[config.mk]
export PLATFORM = sky130hd
export DESIGN_NAME = bqaf_ctrl
export DESIGN_NICKNAME = d
export VERILOG_FILES = /design/src/sv/bqaf_pkg.sv /design/src/sv/bqaf_ctrl.sv
export SDC_FILE = /design/constraint.sdc
export NUM_CORES = 1
export LEC_CHECK = 0
export BUFFER_PORTS_ARGS = -buffer_cell sky130_fd_sc_hd__buf_2
export CELL_PAD_IN_SITES_DETAIL_PLACEMENT = 0
export CELL_PAD_IN_SITES_GLOBAL_PLACEMENT = 1
export CORE_ASPECT_RATIO = 0.7
export CORE_UTILIZATION = 37
export DETAILED_ROUTE_END_ITERATION = 8
export PLACE_DENSITY_LB_ADDON = 0.1
export SLEW_MARGIN = 10
export SYNTH_ARGS = -nofsm -noshare
export SYNTH_HDL_FRONTEND = slang
export SYNTH_SLANG_ARGS = --single-unit
[constraint.sdc]
create_clock -name clk -period 2.5 [get_ports clk]
set_input_delay 0.375 -clock clk [delete_from_list [all_inputs] [get_ports clk]]
set_output_delay 0.375 -clock clk [all_outputs]
set_load 0.01 [all_outputs]
[src/sv/bqaf_pkg.sv]
// Shared types, widths and codes for the quadratic Bezier flattening block.
`default_nettype none
package bqaf_pkg;

    localparam int FRAC_BITS_DEF    = 16;
    localparam int MAX_SEGMENTS_DEF = 63;

    localparam int COORD_W    = 32;
    localparam int IDX_W      = 6;
    localparam int WGT_W      = 12;
    localparam int IN_W       = 192;
    localparam int OUT_W      = 72;
    localparam int CFG_IDX_W  = 2;
    localparam int CFG_DATA_W = 32;
    localparam int ACC_W      = 64;
    localparam int DEN_W      = 32;
    localparam int ROOT_W     = 32;
    localparam int QSAT_W     = 11;
    localparam int CNT_SUM_W  = 12;
    localparam int QSAT       = 1024;

    localparam logic [CFG_IDX_W-1:0] REG_THRESHOLD = 2'd0;
    localparam logic [CFG_IDX_W-1:0] REG_MIN_SUB   = 2'd1;
    localparam logic [CFG_IDX_W-1:0] REG_MAX_SUB   = 2'd2;

    localparam logic [CFG_DATA_W-1:0] THR_RESET = 32'd16384;
    localparam logic [IDX_W-1:0]      MIN_RESET = 6'd4;
    localparam logic [IDX_W-1:0]      MAX_RESET = 6'd32;

    typedef enum logic [3:0] {
        OP_NONE,
        OP_LOAD,
        OP_LEG,
        OP_MUL,
        OP_SQRT_GO,
        OP_LEN,
        OP_DIV_GO,
        OP_STORE_U,
        OP_CURV,
        OP_NCALC,
        OP_WEIGHTS,
        OP_STORE_P,
        OP_EMIT
    } op_t;

    typedef enum logic [1:0] {
        MS_SQ_A,
        MS_SQ_E,
        MS_W
    } msel_t;

    typedef enum logic [1:0] {
        DS_UNIT,
        DS_QUOT,
        DS_POINT
    } dsel_t;

    typedef struct packed {
        op_t        op;
        logic       leg;
        logic       comp;
        logic       accum;
        msel_t      msel;
        logic [1:0] term;
        dsel_t      dsel;
    } cmd_t;

    typedef struct packed {
        logic div_busy;
        logic sqrt_busy;
        logic len_zero;
        logic thr_zero;
        logic last;
    } status_t;

endpackage
`default_nettype wire

[src/sv/bqaf_ctrl.sv]
// Controller: sequences leg normalization, curvature, count and point evaluation.
`default_nettype none
module bqaf_ctrl (
    input  wire logic              clk,
    input  wire logic              rst_n,
    input  wire logic              s_tvalid,
    output logic                   s_tready,
    output logic                   m_tvalid,
    input  wire logic              m_tready,
    input  wire bqaf_pkg::status_t status,
    output bqaf_pkg::cmd_t         cmd
);
    import bqaf_pkg::*;

    typedef enum logic [4:0] {
        S_IDLE, S_LEG, S_SQ0, S_SQ1, S_RGO, S_RWAIT, S_LEN, S_DGO, S_DWAIT, S_UST,
        S_CE0, S_CE1, S_CGO, S_CWAIT, S_CURV, S_QGO, S_QWAIT, S_NCALC, S_WTS,
        S_P0, S_P1, S_P2, S_PGO, S_PWAIT, S_PST, S_EMIT
    } state_t;

    state_t state_reg, state_next;
    logic   leg_reg, leg_next, comp_reg, comp_next, valid_reg, valid_next;

    always_comb
    begin
        state_next = state_reg;
        leg_next   = leg_reg;
        comp_next  = comp_reg;
        valid_next = valid_reg && !m_tready;
        cmd.op     = OP_NONE;
        cmd.leg    = leg_reg;
        cmd.comp   = comp_reg;
        cmd.accum  = 1'b0;
        cmd.msel   = MS_SQ_A;
        cmd.term   = 2'd0;
        cmd.dsel   = DS_UNIT;
        unique case (state_reg)
            S_IDLE:
            begin
                if (s_tvalid)
                begin
                    cmd.op     = OP_LOAD;
                    leg_next   = 1'b0;
                    state_next = S_LEG;
                end
            end
            S_LEG:
            begin
                cmd.op     = OP_LEG;
                state_next = S_SQ0;
            end
            S_SQ0:
            begin
                cmd.op     = OP_MUL;
                cmd.comp   = 1'b0;
                state_next = S_SQ1;
            end
            S_SQ1:
            begin
                cmd.op     = OP_MUL;
                cmd.comp   = 1'b1;
                cmd.accum  = 1'b1;
                state_next = S_RGO;
            end
            S_RGO:
            begin
                cmd.op     = OP_SQRT_GO;
                state_next = S_RWAIT;
            end
            S_RWAIT:
            begin
                if (!status.sqrt_busy)
                begin
                    state_next = S_LEN;
                end
            end
            S_LEN:
            begin
                cmd.op     = OP_LEN;
                comp_next  = 1'b0;
                state_next = S_DGO;
            end
            S_DGO:
            begin
                // zero leg: skip the division, store a zero component
                if (status.len_zero)
                begin
                    state_next = S_UST;
                end
                else
                begin
                    cmd.op     = OP_DIV_GO;
                    state_next = S_DWAIT;
                end
            end
            S_DWAIT:
            begin
                if (!status.div_busy)
                begin
                    state_next = S_UST;
                end
            end
            S_UST:
            begin
                cmd.op = OP_STORE_U;
                if (!comp_reg)
                begin
                    comp_next  = 1'b1;
                    state_next = S_DGO;
                end
                else if (!leg_reg)
                begin
                    leg_next   = 1'b1;
                    state_next = S_LEG;
                end
                else
                begin
                    state_next = S_CE0;
                end
            end
            S_CE0:
            begin
                cmd.op     = OP_MUL;
                cmd.msel   = MS_SQ_E;
                cmd.comp   = 1'b0;
                state_next = S_CE1;
            end
            S_CE1:
            begin
                cmd.op     = OP_MUL;
                cmd.msel   = MS_SQ_E;
                cmd.comp   = 1'b1;
                cmd.accum  = 1'b1;
                state_next = S_CGO;
            end
            S_CGO:
            begin
                cmd.op     = OP_SQRT_GO;
                state_next = S_CWAIT;
            end
            S_CWAIT:
            begin
                if (!status.sqrt_busy)
                begin
                    state_next = S_CURV;
                end
            end
            S_CURV:
            begin
                cmd.op     = OP_CURV;
                state_next = S_QGO;
            end
            S_QGO:
            begin
                if (status.thr_zero)
                begin
                    state_next = S_NCALC;
                end
                else
                begin
                    cmd.op     = OP_DIV_GO;
                    cmd.dsel   = DS_QUOT;
                    state_next = S_QWAIT;
                end
            end
            S_QWAIT:
            begin
                if (!status.div_busy)
                begin
                    state_next = S_NCALC;
                end
            end
            S_NCALC:
            begin
                cmd.op     = OP_NCALC;
                state_next = S_WTS;
            end
            S_WTS:
            begin
                cmd.op     = OP_WEIGHTS;
                comp_next  = 1'b0;
                state_next = S_P0;
            end
            S_P0:
            begin
                cmd.op     = OP_MUL;
                cmd.msel   = MS_W;
                cmd.term   = 2'd0;
                state_next = S_P1;
            end
            S_P1:
            begin
                cmd.op     = OP_MUL;
                cmd.msel   = MS_W;
                cmd.term   = 2'd1;
                cmd.accum  = 1'b1;
                state_next = S_P2;
            end
            S_P2:
            begin
                cmd.op     = OP_MUL;
                cmd.msel   = MS_W;
                cmd.term   = 2'd2;
                cmd.accum  = 1'b1;
                state_next = S_PGO;
            end
            S_PGO:
            begin
                cmd.op     = OP_DIV_GO;
                cmd.dsel   = DS_POINT;
                state_next = S_PWAIT;
            end
            S_PWAIT:
            begin
                if (!status.div_busy)
                begin
                    state_next = S_PST;
                end
            end
            S_PST:
            begin
                cmd.op = OP_STORE_P;
                if (!comp_reg)
                begin
                    comp_next  = 1'b1;
                    state_next = S_P0;
                end
                else
                begin
                    state_next = S_EMIT;
                end
            end
            S_EMIT:
            begin
                // hold until the output register is free
                if (!valid_reg || m_tready)
                begin
                    cmd.op     = OP_EMIT;
                    valid_next = 1'b1;
                    state_next = status.last ? S_IDLE : S_WTS;
                end
            end
            default:
            begin
                state_next = S_IDLE;
            end
        endcase
    end

    always_ff @(posedge clk or negedge rst_n)
    begin
        if (!rst_n)
        begin
            state_reg <= S_IDLE;
            leg_reg   <= 1'b0;
            comp_reg  <= 1'b0;
            valid_reg <= 1'b0;
        end
        else
        begin
            state_reg <= state_next;
            leg_reg   <= leg_next;
            comp_reg  <= comp_next;
            valid_reg <= valid_next;
        end
    end

    assign s_tready = state_reg == S_IDLE;
    assign m_tvalid = valid_reg;
endmodule
`default_nettype wire

==> results.md, run 1 <==
* Worst EP arrival at 1.86 ns
* Share of cells above drive strength 1 at 0.256
* Async set-reset flop share out of synthesis at 1.00
* Top delay family on crit path: flip-flops
* Post-CTS setup buffer count at 0
* Syn_area_per_cell at 7.18 um2
* Area Growth Syn to Fin at 20.5%
* CTS Buf Count at 3
* Crit-path max cell delay at 0.71 ns
* Die height at 44.8 um
* Static Leak at 0.534 nW
* CP Launch Type: register
* Number of global-route vias before repair at 923
* CTS Buffer Depth at 2
* Routed len/inst at 15.0 um
* Ant diodes at 0
* WS Path Type: reg -> out
* Top post-synthesis cells by area: dfrtp_1, nand2_1, nor2_1
* DR pass1 iterations at 4
* Nets at 167
* Synth warn at 0
* Max-cap violations at 0
* Core Area at 0.00248 mm2
* Largest net degree at the start of global routing at 21
* Worst skew pair latency at 0.23 ns
* CP max FO at 20
* DR vias at 1,092
* Ports at 24
* Post-synth net total at 144
* Sum of negative setup slack at 0 ns
* F_max at 448 MHz
* Cell count after placement at 186
* CTS clk-pin slew, worst paths at 0.04 ns
* Post-Syn Area at 970 um2
* Ys flop type: dfrtp_1
* EDFF count, synth at 0
* Int Power at 0.818 mW
* Initial antenna violation count at 0
* Fin. max-slew vios at 0
* Top cells by count, synth: nand2_1, nor2_1, clkbuf_1, dfrtp_1
* H-tree lvl count at 1
* Crit path time final at 2.23 ns
* Slew @ Worst Pin at 0.590 ns
* Pwr dens at 1420 mW/mm2
* Total grt overflow at 0
* Cell count after synthesis at 135
* Row cnt at 15
* Residual DRC at 0
* Die area at 0.00283 mm2
* CTS root buf: clkbuf_8
* Initial Util at 0.391
* Flops & latches, synth at 8
* Post-cts resize count at 0
* Period Utilization, post-route at 0.892
* Vias per cell at 5.75
* Die Width at 63.2 um
* Power, Total at 1.66 mW
* First-pass GRT wire length at 4.62 mm
* Buf+Inv Stages, Crit Path at 1
* Post-route ant nets at 0
* Final WS setup at 0.269 ns
* Netlist cell types at 46
* CP max stage cell: dfrtp_1
* Routed wire length at 2.85 mm
* Clk sinks at 8
* Worst setup EP type: output port
* CTS tree: yes
* GP Congestion at 0.957
* Register area share after synthesis at 0.206
* Port Buffers at 23
* Final std cells w/o fill at 190
* Area leader, netlist: dfrtp_1
* WP data required at 2.12 ns
* Post-Route Utilization at 0.472
* Final hold vios at 0
* Clock power share at 0.090
* Total GRT Usage at 0.210
* Setup Viol. Count Final at 0
* Status: completed
* Net Sw Power at 0.846 mW
* RSZ-0062 raised after global routing: false
* Share of the synthesized area in the top cell type at 0.206
* Dpl cell area at 0.00112 mm2
* Final instance area at 0.00117 mm2
* Estimated wirelength of the detail-placed design at 2.17 mm
* Count leader, synth: nand2_1
* Most common cell on crit path: a21oi_1
* Setup WS pre-CTS at 0.450 ns
* Worst hold slack at 0.356 ns
* Hold/Removal Path Class: in -> reg
* Iteration-0 DRC Markers at 47
* Sequential power share at 0.233
* Max reg flops at 5
* Layout Skew at 0.00677 ns
* Combinational fraction of design power at 0.678
* VDD IR max at 0.000476 V
* Sw frac at 0.509
* Crit path cell chain: nor2b_1 -> a22o_1 -> a21oi_1 -> a21oi_1 -> buf_2
* Relative slew margins at 0.607
* # fillers at 253
-- power groups by stage --
| stage | clock network [mW] | registers (mW) | logic [mW] |
|---|---|---|---|
| final | 0.149 | 0.387 | 1.13 |
| after global routing | 0.161 | 0.403 | 1.25 |
| after CTS | 0.155 | 0.382 | 1.12 |
| after detailed placement | 0 | 0.383 | 1.11 |
| after global placement | 0 | 0.388 | 1.12 |
| after floorplan | 0 | 0.223 | 0.920 |
-- placed cells by master, fill, tap and decap left out, drive strengths merged, types with 2 or more instances in the layout --
cell type / instances
nand3b: 3
nor4b: 2
a31oi: 4
dfrtp: 8
nor2: 10
and3b: 2
a21oi: 7
buf: 32
o21ai: 7
and3: 3
nand3: 6
a2bb2oi: 3
nor2b: 3
nor3: 3
o31a: 2
a32o: 3
nand2b: 4
a22o: 2
a211oi: 2
o22ai: 3
or3: 3
clkbuf: 3
inv: 6
nor4: 2
nand2: 14
-- cells by family (layout without fill, tap and decap cells) --
family                 after synthesis  count (layout)  share of synthesized area
AO/OA/AOI/OAI                       43              43                      0.323
XOR/XNOR                             1               1                    0.00903
buffers and inverters               22              43                      0.107
flip-flops                           8               8                      0.206
multiplexers                         2               2                     0.0258
AND/OR/NAND/NOR                     59              59                      0.329
-- cell type report --
type / count / area (um2) / share of cell area
timing repair buffer: 33 / 193 / 0.165
clock buffer: 3 / 41.3 / 0.0353
tap: 34 / 42.5 / 0.0364
inverter: 7 / 26.3 / 0.0225
sequential: 8 / 200 / 0.171
multi-input combinational: 105 / 666 / 0.570
-- layer usage --
metal  vias to the layer above  track usage  share of wire
met2                        46        0.299           0.39
met3                         4       0.0530          0.073
met5                         -            0              0
li1                        543            -              -
met4                         0       0.0227         0.0084
met1                       499        0.325           0.53
-- final timing paths --
check,cells after the start,from,slack [ns],end
hold / removal,2,m_tready,0.36,m_tvalid$_DFF_PN0_
setup reg to reg,4,state_reg[2]$_DFFE_PN0P_,0.42,state_reg[0]$_DFFE_PN0P_
min in group asynchronous,2,rst_n,0.52,m_tvalid$_DFF_PN0_
setup / recovery,5,state_reg[2]$_DFFE_PN0P_,0.27,cmd[12]
hold reg to reg,1,leg_reg$_DFFE_PN0P_,0.58,leg_reg$_DFFE_PN0P_
max in group asynchronous,2,rst_n,1.81,state_reg[4]$_DFFE_PN0P_
-- what timing repair did --
action,in CTS,in global routing
hold endpoints to repair,8,0
hold buffers,1,0
endpoints found under the setup margin,0,0
Power figures use the tool's default switching activity.
==> inputs of run 2 (changes only) <==
==> constraint.sdc (replaced) <==
create_clock -name clk -period 2.5 [get_ports clk]
set_input_delay 0.125 -clock clk [delete_from_list [all_inputs] [get_ports clk]]
set_output_delay 0.125 -clock clk [all_outputs]
set_load 0.01 [all_outputs]
==> run 2 against run 1 <==
Non-clock buffer count decreased by 4. Setup slack improved by 0.12 ns. First-iteration DRC count increased by 28%. Cell area decreased by 2.6%. Global-route usage increased by 0.85 points. Critical endpoint is now cmd[11]. Highest routed layer unchanged.
==> results.md, run 2 (synthesized netlist as in run 1, its figures left out) <==
* Vias per cell at 6.04 (+5.1%)
* Crit path time final at 2.11 ns (-0.116 ns)
* Hold path depth at 2 (unchanged)
* WS Path Type: reg -> out
* Reg2reg path depth at 4 (unchanged)
* Die Width at 63.2 um (unchanged)
* Initial Util at 0.391 (unchanged)
* First-pass GRT wire length at 4.73 mm (+2.2%)
* Most frequent cells in the layout: buf_2, nand2_1, nor2_1, dfrtp_1
* Slew @ Worst Pin at 0.564 ns (-0.0254 ns)
* Die area at 0.00283 mm2 (unchanged)
* Fin. max-slew vios at 0 (unchanged)
* RSZ-0062 raised after global routing: false
* Routed wire length at 2.85 mm (about the same)
* Buf+Inv Stages, Crit Path at 3 (+2)
* Residual DRC at 0 (unchanged)
* Clk sinks at 8 (unchanged)
* Hold/Removal Path Class: in -> reg
* CTS tree: yes
* Iteration-0 DRC Markers at 60 (+28%)
* Layout Skew at 0.00263 ns (-0.00414 ns)
* Die height at 44.8 um (unchanged)
* Ant diodes at 0 (unchanged)
* Ports at 24 (unchanged)
* Routed len/inst at 15.3 um (+2.1%)
* Relative slew margins at 0.624 (+0.0170)
* Crit-path max cell delay at 0.65 ns (-0.06 ns)
* Sum of negative setup slack at 0 ns (unchanged)
* Commonest non-fill, non-tap cell in the layout: buf_2
* CP Launch Type: register
* Worst setup EP type: output port
* Worst hold slack at 0.108 ns (-0.248 ns)
* Nets at 163 (-2.4%)
* CTS Buffer Depth at 2 (unchanged)
* Max-cap violations at 0 (unchanged)
* CTS root buf: clkbuf_8
* VDD IR max at 0.000418 V (-12%)
* Post-route ant nets at 0 (unchanged)
* Total GRT Usage at 0.219 (+0.00852)
* Top delay family on crit path: flip-flops
* Area Growth Syn to Fin at 17.4%
* H-tree lvl count at 1 (unchanged)
* Total grt overflow at 0 (unchanged)
* Post-CTS setup buffer count at 0 (unchanged)
* DR vias at 1,123 (+2.8%)
* Largest net degree at the start of global routing at 21 (unchanged)
* WP data required at 2.38 ns (+0.26 ns)
* Number of global-route vias before repair at 932 (+0.98%)
* F_max at 473 MHz (+5.5%)
* Power, Total at 1.62 mW (-2.5%)
* CP max stage cell: dfrtp_1
* CTS Buf Count at 3 (unchanged)
* Static Leak at 0.515 nW (-3.4%)
* CTS clk-pin slew, worst paths at 0.04 ns (about the same)
* DR pass1 iterations at 4 (unchanged)
* Crit path cell chain: buf_4 -> inv_1 -> nor4_1 -> a21oi_1 -> o22ai_1 -> buf_2
* Share of cells above drive strength 1 at 0.237 (-0.0196)
* CP max FO at 17 (-15%)
* Setup Viol. Count Final at 0 (unchanged)
* Period Utilization, post-route at 0.846 (-0.0465)
* Worst path depth at 6 (+1)
* Max reg flops at 5 (unchanged)
* Estimated wirelength of the detail-placed design at 2.09 mm (-3.5%)
* Worst EP arrival at 1.99 ns (+0.13 ns)
* Port Buffers at 23 (unchanged)
* Row cnt at 15 (unchanged)
* Status: completed
* GP Congestion at 0.916 (-4.3%)
* Pwr dens at 1420 mW/mm2 (about the same)
* Initial antenna violation count at 0 (unchanged)
* Core Area at 0.00248 mm2 (unchanged)
* Final hold vios at 0 (unchanged)
* Worst skew pair latency at 0.24 ns (about the same)
[run 2: cell types whose count changed in the layout (fill, tap and decap cells not counted), sizes merged]
cell / before / now
buf: 32 / 28
[run 2: final timing paths]
kind | startpoint | end | slack, ns
min in group asynchronous | rst_n | state_reg[2]$_DFFE_PN0P_ | 0.26
hold / removal | m_tready | m_tvalid$_DFF_PN0_ | 0.11
hold reg to reg | leg_reg$_DFFE_PN0P_ | leg_reg$_DFFE_PN0P_ | 0.59
max in group asynchronous | rst_n | state_reg[4]$_DFFE_PN0P_ | 2.07
setup / recovery | state_reg[0]$_DFFE_PN0P_ | cmd[11] | 0.39
setup reg to reg | state_reg[2]$_DFFE_PN0P_ | state_reg[0]$_DFFE_PN0P_ | 0.45
[run 2: metrics by stage]
step / util / worst slack [ns] / cells / area [um2]
after floorplan: - / 0.628 / 135 / 970
after global placement: 0.439 / 0.484 / 182 / 1090
after detailed placement: 0.439 / 0.460 / 182 / 1090
after CTS: 0.460 / 0.437 / 186 / 1140
after global routing: 0.460 / 0.261 / 186 / 1140
final: 0.460 / 0.385 / 186 / 1140
[run 2: repair_timing]
| item | CTS | global route |
|---|---|---|
| hold endpoints to repair | 8 | 0 |
| gates resized for setup | 0 | 0 |
| hold buffers | 1 | 0 |
[run 2: metal layers]
| layer | track usage | part of all wire |
|---|---|---|
| met1 | 0.339 | 0.52 |
| met2 | 0.303 | 0.40 |
| met3 | 0.0505 | 0.069 |
| met4 | 0.0455 | 0.0074 |
| met5 | 0 | 0 |
[run 2: layout make-up]
| cell class | count | area, um2 |
|---|---|---|
| repair buffers | 29 | 163 |
| fillers | 277 | 1340 |
| multi-input cells | 105 | 666 |
| inverters | 7 | 26.3 |
| well taps | 34 | 42.5 |
| clock buffers | 3 | 41.3 |
| flip-flops and latches | 8 | 200 |
[run 2: worst reg2reg max path: stages (launching register included)]
cell	delay, ns
dfrtp_1	0.58
nor2b_1	0.29
a32o_1	0.30
or3_1	0.44
mux2_4	0.32
[run 2: where the power goes]
group / leakage [nW] / switching (mW) / internal, mW
clock network: 0.0216 / 0.0579 / 0.105
logic: 0.396 / 0.590 / 0.487
registers: 0.0974 / 0.195 / 0.187
